<file path="src/rtl/emgenv_pkg.sv">
// Shared constants and widths for the EMG envelope trigger.
package emgenv_pkg;

    // Sample and fixed-point format.
    localparam int ADC_BITS  = 10;
    localparam int FRAC_BITS = 16;
    localparam int VAL_W     = ADC_BITS + FRAC_BITS;

    // Averaging rates are Q0.16.
    localparam int RATE_W    = 16;
    localparam int RATE_FRAC = 16;

    // Signed difference and product of the shared multiplier.
    localparam int DIFF_W = VAL_W + 1;
    localparam int PROD_W = DIFF_W + RATE_W + 1;

    // Field widths on the ports.
    localparam int SAMPLE_W = 10;
    localparam int TIME_W   = 32;
    localparam int THR_W    = 10;
    localparam int MS_W     = 16;
    localparam int ENV_W    = 26;
    localparam int S_DATA_W = 48;
    localparam int M_DATA_W = 32;

    // Configuration port.
    localparam int APB_ADDR_W = 5;
    localparam int APB_DATA_W = 32;
    localparam int REG_IDX_W  = 3;

    // Register indexes.
    localparam logic [REG_IDX_W-1:0] REG_BASELINE_RATE = 3'd0;
    localparam logic [REG_IDX_W-1:0] REG_ENVELOPE_RATE = 3'd1;
    localparam logic [REG_IDX_W-1:0] REG_ON_THRESHOLD  = 3'd2;
    localparam logic [REG_IDX_W-1:0] REG_OFF_THRESHOLD = 3'd3;
    localparam logic [REG_IDX_W-1:0] REG_MIN_ON_MS     = 3'd4;
    localparam logic [REG_IDX_W-1:0] REG_REFRACTORY_MS = 3'd5;

    // Reset values of the registers.
    localparam logic [RATE_W-1:0] RST_BASELINE_RATE = 16'd328;
    localparam logic [RATE_W-1:0] RST_ENVELOPE_RATE = 16'd5243;
    localparam logic [THR_W-1:0]  RST_ON_THRESHOLD  = 10'd80;
    localparam logic [THR_W-1:0]  RST_OFF_THRESHOLD = 10'd60;
    localparam logic [MS_W-1:0]   RST_MIN_ON_MS     = 16'd80;
    localparam logic [MS_W-1:0]   RST_REFRACTORY_MS = 16'd120;

    // The baseline starts at mid-scale.
    localparam logic [VAL_W-1:0] BASELINE_INIT = VAL_W'(1) << (VAL_W - 1);

endpackage

</file>
<file path="src/rtl/emg_envelope_trigger.sv">
// EMG envelope detector with hysteresis, built around one shared multiplier.
//
//   Port group   Direction  Contents
//   s_axis_*     in         sample [9:0], now_ms [41:10]
//   m_axis_*     out        active [0], envelope_level [26:1]
//   APB          in/out     six configuration registers at 4*i
//
// Each sample passes through the accept step, then multiply and add for the
// baseline, rectification, multiply and add for the envelope, and the trigger
// decision. Both averages pass through the single multiplier in turn.
// Reset (aresetn low, synchronous) restores registers and detector state.
// A result waits in the output register; the next sample is taken meanwhile,
// and the decision step stalls only if the previous result is still waiting.
module emg_envelope_trigger
    import emgenv_pkg::*;
(
    input  logic                  aclk,
    input  logic                  aresetn,
    // Input channel.
    input  logic                  s_axis_tvalid,
    output logic                  s_axis_tready,
    input  logic [S_DATA_W-1:0]   s_axis_tdata,   // sample [9:0], now_ms [41:10]
    // Result channel.
    output logic                  m_axis_tvalid,
    input  logic                  m_axis_tready,
    output logic [M_DATA_W-1:0]   m_axis_tdata,   // active [0], envelope_level [26:1]
    // Configuration port.
    input  logic                  psel,
    input  logic                  penable,
    input  logic                  pwrite,
    input  logic [APB_ADDR_W-1:0] paddr,
    input  logic [APB_DATA_W-1:0] pwdata,
    output logic [APB_DATA_W-1:0] prdata,
    output logic                  pready
);

    localparam logic [2:0] ST_IDLE   = 3'd0;
    localparam logic [2:0] ST_BMUL   = 3'd1;
    localparam logic [2:0] ST_BADD   = 3'd2;
    localparam logic [2:0] ST_RECT   = 3'd3;
    localparam logic [2:0] ST_EMUL   = 3'd4;
    localparam logic [2:0] ST_EADD   = 3'd5;
    localparam logic [2:0] ST_DECIDE = 3'd6;

    logic [2:0]             state_reg, state_next;
    logic [SAMPLE_W-1:0]    sample_reg;
    logic [TIME_W-1:0]      now_reg;
    logic [VAL_W-1:0]       base_reg, env_reg, rect_reg;
    logic signed [PROD_W-1:0] prod_reg, prod_next;
    logic                   on_reg, on_next;
    logic [TIME_W-1:0]      last_reg, hold_reg;
    logic                   m_valid_reg;
    logic                   m_active_reg;
    logic [ENV_W-1:0]       m_env_reg;

    logic [RATE_W-1:0]      brate_reg, erate_reg, min_on_reg, refr_reg;
    logic [THR_W-1:0]       on_thr_reg, off_thr_reg;

    logic                   s_req, cfg_wr, out_free;
    logic [REG_IDX_W-1:0]   cfg_idx;
    logic [VAL_W-1:0]       sfx;
    logic [VAL_W-1:0]       mul_x, mul_avg, add_avg;
    logic [RATE_W-1:0]      mul_rate;
    logic signed [DIFF_W-1:0] diff;
    logic signed [PROD_W-1:0] prod_sh;
    logic [VAL_W-1:0]       blend;
    logic [VAL_W-1:0]       on_lvl, off_lvl;
    logic                   in_hold, in_refr, fire, release_on;

    assign s_axis_tready = (state_reg == ST_IDLE);
    assign s_req         = s_axis_tvalid && s_axis_tready;
    assign out_free      = !m_valid_reg || m_axis_tready;

    // Configuration port: always ready, written in the access phase.
    assign pready  = 1'b1;
    assign cfg_idx = paddr[APB_ADDR_W-1:2];
    assign cfg_wr  = psel && penable && pwrite;

    always_comb begin
        unique case (cfg_idx)
            REG_BASELINE_RATE: prdata = APB_DATA_W'(brate_reg);
            REG_ENVELOPE_RATE: prdata = APB_DATA_W'(erate_reg);
            REG_ON_THRESHOLD:  prdata = APB_DATA_W'(on_thr_reg);
            REG_OFF_THRESHOLD: prdata = APB_DATA_W'(off_thr_reg);
            REG_MIN_ON_MS:     prdata = APB_DATA_W'(min_on_reg);
            REG_REFRACTORY_MS: prdata = APB_DATA_W'(refr_reg);
            default:           prdata = '0;
        endcase
    end

    always_ff @(posedge aclk) begin
        if (!aresetn) begin
            brate_reg   <= RST_BASELINE_RATE;
            erate_reg   <= RST_ENVELOPE_RATE;
            on_thr_reg  <= RST_ON_THRESHOLD;
            off_thr_reg <= RST_OFF_THRESHOLD;
            min_on_reg  <= RST_MIN_ON_MS;
            refr_reg    <= RST_REFRACTORY_MS;
        end else if (cfg_wr) begin
            unique case (cfg_idx)
                REG_BASELINE_RATE: brate_reg   <= pwdata[RATE_W-1:0];
                REG_ENVELOPE_RATE: erate_reg   <= pwdata[RATE_W-1:0];
                REG_ON_THRESHOLD:  on_thr_reg  <= pwdata[THR_W-1:0];
                REG_OFF_THRESHOLD: off_thr_reg <= pwdata[THR_W-1:0];
                REG_MIN_ON_MS:     min_on_reg  <= pwdata[MS_W-1:0];
                REG_REFRACTORY_MS: refr_reg    <= pwdata[MS_W-1:0];
                default: ;
            endcase
        end
    end

    // Sample aligned to the fixed-point format.
    assign sfx = VAL_W'({sample_reg[ADC_BITS-1:0], {FRAC_BITS{1'b0}}});

    // Shared multiplier: (x - avg) * rate, for the baseline or the envelope.
    assign mul_x    = (state_reg == ST_EMUL) ? rect_reg  : sfx;
    assign mul_avg  = (state_reg == ST_EMUL) ? env_reg   : base_reg;
    assign mul_rate = (state_reg == ST_EMUL) ? erate_reg : brate_reg;
    assign diff     = $signed({1'b0, mul_x}) - $signed({1'b0, mul_avg});
    assign prod_next = diff * $signed({1'b0, mul_rate});

    // Shared adder: avg + floor(product / 2^16). The true sum stays in range.
    assign add_avg = (state_reg == ST_EADD) ? env_reg : base_reg;
    assign prod_sh = prod_reg >>> RATE_FRAC;
    assign blend   = add_avg + prod_sh[VAL_W-1:0];

    // Trigger decision with hold time and refractory window.
    assign on_lvl     = VAL_W'({on_thr_reg, {FRAC_BITS{1'b0}}});
    assign off_lvl    = VAL_W'({off_thr_reg, {FRAC_BITS{1'b0}}});
    assign in_hold    = on_reg && (now_reg < hold_reg);
    assign in_refr    = (now_reg - last_reg) < TIME_W'(refr_reg);
    assign fire       = !in_hold && !on_reg && !in_refr && (env_reg >= on_lvl);
    assign release_on = !in_hold && on_reg && (env_reg <= off_lvl)
                        && (now_reg >= hold_reg);

    always_comb begin
        on_next = on_reg;
        if (fire) begin
            on_next = 1'b1;
        end else if (release_on) begin
            on_next = 1'b0;
        end
    end

    // Sequencer.
    always_comb begin
        state_next = state_reg;
        unique case (state_reg)
            ST_IDLE:   if (s_req) state_next = ST_BMUL;
            ST_BMUL:   state_next = ST_BADD;
            ST_BADD:   state_next = ST_RECT;
            ST_RECT:   state_next = ST_EMUL;
            ST_EMUL:   state_next = ST_EADD;
            ST_EADD:   state_next = ST_DECIDE;
            ST_DECIDE: if (out_free) state_next = ST_IDLE;
            default:   state_next = ST_IDLE;
        endcase
    end

    // Control and detector state.
    always_ff @(posedge aclk) begin
        if (!aresetn) begin
            state_reg   <= ST_IDLE;
            base_reg    <= BASELINE_INIT;
            env_reg     <= '0;
            on_reg      <= 1'b0;
            last_reg    <= '0;
            hold_reg    <= '0;
            m_valid_reg <= 1'b0;
        end else begin
            state_reg <= state_next;
            if (state_reg == ST_BADD) begin
                base_reg <= blend;
            end
            if (state_reg == ST_EADD) begin
                env_reg <= blend;
            end
            // A decision loads the result; a waiting result leaves once taken.
            if (state_reg == ST_DECIDE && out_free) begin
                on_reg      <= on_next;
                m_valid_reg <= 1'b1;
                if (fire) begin
                    last_reg <= now_reg;
                    hold_reg <= now_reg + TIME_W'(min_on_reg);
                end
            end else if (m_axis_tready) begin
                m_valid_reg <= 1'b0;
            end
        end
    end

    // Datapath registers without reset.
    always_ff @(posedge aclk) begin
        if (s_req) begin
            sample_reg <= s_axis_tdata[SAMPLE_W-1:0];
            now_reg    <= s_axis_tdata[SAMPLE_W +: TIME_W];
        end
        if (state_reg == ST_BMUL || state_reg == ST_EMUL) begin
            prod_reg <= prod_next;
        end
        // Rectified difference from the updated baseline.
        if (state_reg == ST_RECT) begin
            rect_reg <= (sfx >= base_reg) ? (sfx - base_reg) : (base_reg - sfx);
        end
        if (state_reg == ST_DECIDE && out_free) begin
            m_active_reg <= on_next;
            m_env_reg    <= ENV_W'(env_reg);
        end
    end

    assign m_axis_tvalid = m_valid_reg;
    assign m_axis_tdata  = M_DATA_W'({m_env_reg, m_active_reg});

endmodule
</file>
<file path="config.mk">
export PLATFORM = sky130hd
export DESIGN_NAME = emg_envelope_trigger
export DESIGN_NICKNAME = d
export VERILOG_FILES = /design/src/rtl/emgenv_pkg.sv /design/src/rtl/emg_envelope_trigger.sv
export SDC_FILE = /design/constraint.sdc
export NUM_CORES = 2
export LEC_CHECK = 0
export BUFFER_PORTS_ARGS = -buffer_cell sky130_fd_sc_hd__buf_2
export CORE_AREA = 2 2 229 231
export DETAILED_ROUTE_END_ITERATION = 7
export DIE_AREA = 0 0 231 233
export GPL_TIMING_DRIVEN = 0
export HOLD_SLACK_MARGIN = 0.08
export MAX_ROUTING_LAYER = met4
export PLACE_DENSITY = 0.87
export SLEW_MARGIN = 20
export SYNTH_ARGS = -nofsm -noshare
export SYNTH_HDL_FRONTEND = slang
export SYNTH_SLANG_ARGS = --single-unit
</file>
<file path="constraint.sdc">
create_clock -name aclk -period 24.9 [get_ports aclk]
set_clock_uncertainty 0.05 [all_clocks]
set_input_delay 1.245 -clock aclk [delete_from_list [all_inputs] [get_ports aclk]]
set_output_delay 1.245 -clock aclk [all_outputs]
set_load 0.05 [all_outputs]
</file>
==> impl_metrics.toml <==
[run_status]
status = "complete, no violations"

[power]
power_frac_seq_pct = 13.8
p_int_mw = 2.67
pwr-share-comb_pct = 76.0
switching_share_pct = 53.6
ir_drop_v = 0.000412
power_switching_mw = 3.09
p_per_area_nw_per_um2 = 152
p_leak_nw = 16.9
power.share.clock_pct = 10.1
total_power_mw = 5.77

[clock_network]
cts_tree = "done"
cts_max_level = 2
hold_buffers = 0
cts_resized = 0
cts_buffers = 37
clock_latency_ns = 0.58
post-cts-setup-buffer-count = 0
cts_sinks = 326
cts_root_buffer = "clkbuf_16"
clk_pin_slew_ns = 0.06
cts_buffer_depth = 3

[routing]
wl_per_cell_um = 21.1
via_per_inst = 6.08
drc = 0
vias = 30308
first_iter_violations = 3081
drtAntennaViolNets = 0
firstDrtPassIters = 6
totalWireLength_um = 105000

[job]
maxCapViolations = 0

[synth]
ys.flop_type = "dfxtp_1"
synth_edf_count = 121
netlist_top_cells_area = "fa_1 23%, dfxtp_1 12%, edfxtp_1 10%, ha_1 10%, nand2_1 7.2%"
synth.distinct_cells = 85
yosysWarnings = 0
async_flop_share_pct = 0
yosysMostFrequentCell = "nand2_1"
ys_seq_area_share_pct = 22.1
synth_top_area_share_pct = 23.4
yosysTopAreaCell = "fa_1"
netlist_instances = 4097
syn_avg_cell_area_um2 = 8.56
ys_ff_latch = 326
syn_area_um2 = 35100
synthTopCellsByCount = "677 x nand2_1, 660 x inv_1, 410 x fa_1"

[worst_setup_path]
cp_slowest_cell = "a21boi_0"
endpoint_kind = "flop"
start_kind = "flop"
crit_path_max_incr_delay_ns = 0.81
worstPathRequired_ns = 25.08
critPathMaxFanout = 10
path_common_cell = "fa_1"
crit_arrival_ns = 14.46
crit_type = "flop to flop"
ff2ff_path_depth = 43

[hold_path]
hold_class = "flop to flop"
min_path_cells = 2

[layout]
fin_cells = 4982
multi_input_area_um2 = 24200
syn2layout_area_growth_pct = 8.34
nets = 5057
fin_util_pct = 74.3
n_fill_cell = 3797
regArea_um2 = 7740
drive_gt1_share_pct = 6.65

[timing]
fin_ws_ns = 10.62
hold_viol = 0
setup_viol = 0
slew_headroom_pct = 17.4
tightest_slew_ns = 1.20
fin_setup_tns_ns = 0
timing.final.crit_period_ns = 14.28
fmax_mhz = 70.0
slew_viol_final = 0
rsz0062_at_grt = "no"
min_period_over_period_pct = 57.3

[place]
pre_cts_ws_ns = 11.07
hpwl_um = 83400
gp_congestion = 1.07
dp.cells = 4912
io_buffers = 111

[die]
start_util_pct = 68.6
die_h_um = 233
pin_count = 159
dieArea_um2 = 53800
core_area_um2 = 51100
fp.dieW_um = 231
row_count = 83

[grt]
grt_pass1_vias = 29810
track_usage_pct = 40.8
grt-ovfl-total = 0
grt_first_pass_wirelength_um = 163000
antenna_found_initial = 2
grt_max_degree = 29
-- per-stage QoR --
| step | area (um^2) | hold WS (ns) |
|---|---|---|
| final | 38000 | 0.402 |
| after global placement | 36500 | 0.389 |
| after detailed placement | 36700 | 0.394 |
| after floorplan | 35100 | 0.380 |
| after global routing | 38000 | 0.425 |
| after CTS | 38000 | 0.403 |
-- routing by layer --
| layer | global-route usage [%] | part of all wire [%] | up-vias |
|---|---|---|---|
| li1 | - | - | 13539 |
| met2 | 62.4 | 45 | 1746 |
| met3 | 9.23 | 12 | 403 |
| met5 | - | 0 | - |
| met1 | 52.4 | 38 | 14620 |
| met4 | 17.2 | 5.0 | 0 |
-- worst max-delay path, delay by kind of cell, from the launching register on --
family	cells	cell delay, ns
XOR/XNOR	1	0.77
adder cells (fa/ha/maj)	8	3.74
AND/OR/NAND/NOR	6	1.32
buffers and inverters	10	3.01
AO/OA/AOI/OAI	18	4.73
flip-flops	1	0.30
-- cell usage in the layout (no fill, tap or decap), drive strengths merged, types with 37 or more instances in the layout --
master    n
a21o     58
a21oi   267
buf     171
clkbuf  184
dfxtp   205
edfxtp  121
fa      410
ha      284
inv     665
mux2i    62
nand2   677
nand3    37
nor2    333
nor2b    41
nor3     51
o21a     39
o21ai   116
xnor2   118
xor2     43
-- cell type report --
| cell class | count | area share (%) |
|---|---|---|
| clock buffer | 50 | 2.84 |
| antenna | 2 | 0.0132 |
| multi-input combinational | 2940 | 63.6 |
| sequential | 326 | 20.4 |
| clock inverter | 18 | 0.576 |
| inverter | 661 | 6.53 |
| tap | 680 | 2.24 |
| buffer | 190 | 2.17 |
| timing repair buffer | 115 | 1.65 |
-- worst paths after layout --
| check | start | endpoint | slack (ns) |
|---|---|---|---|
| worst max-delay path | state_reg[1] | prod_reg[37] | 10.62 |
| worst min-delay path | hold_reg[11] | hold_reg[11] | 0.40 |
| worst max register to register | state_reg[1] | prod_reg[37] | 10.62 |
| worst min register to register | hold_reg[11] | hold_reg[11] | 0.40 |
-- power groups by stage --
stage | logic [mW] | clock network [mW] | registers [mW]
detailed placement | 4.24 | 0 | 0.806
floorplan | 2.87 | 0 | 0.789
global placement | 4.10 | 0 | 0.806
CTS | 4.27 | 0.583 | 0.795
global route | 4.88 | 0.602 | 0.799
finish | 4.38 | 0.583 | 0.798
-- logic make-up after synthesis --
group	share of synthesized area [%]
and+or+nand+nor	15.6
buffers and inverters	9.43
adders and majority gates	33.5
AOI/OAI and AO/OA	12.3
DFF	22.1
xor gates and xnor gates	4.02
muxes	2.96
other	0.0214
(Power assumes the default switching activity.)
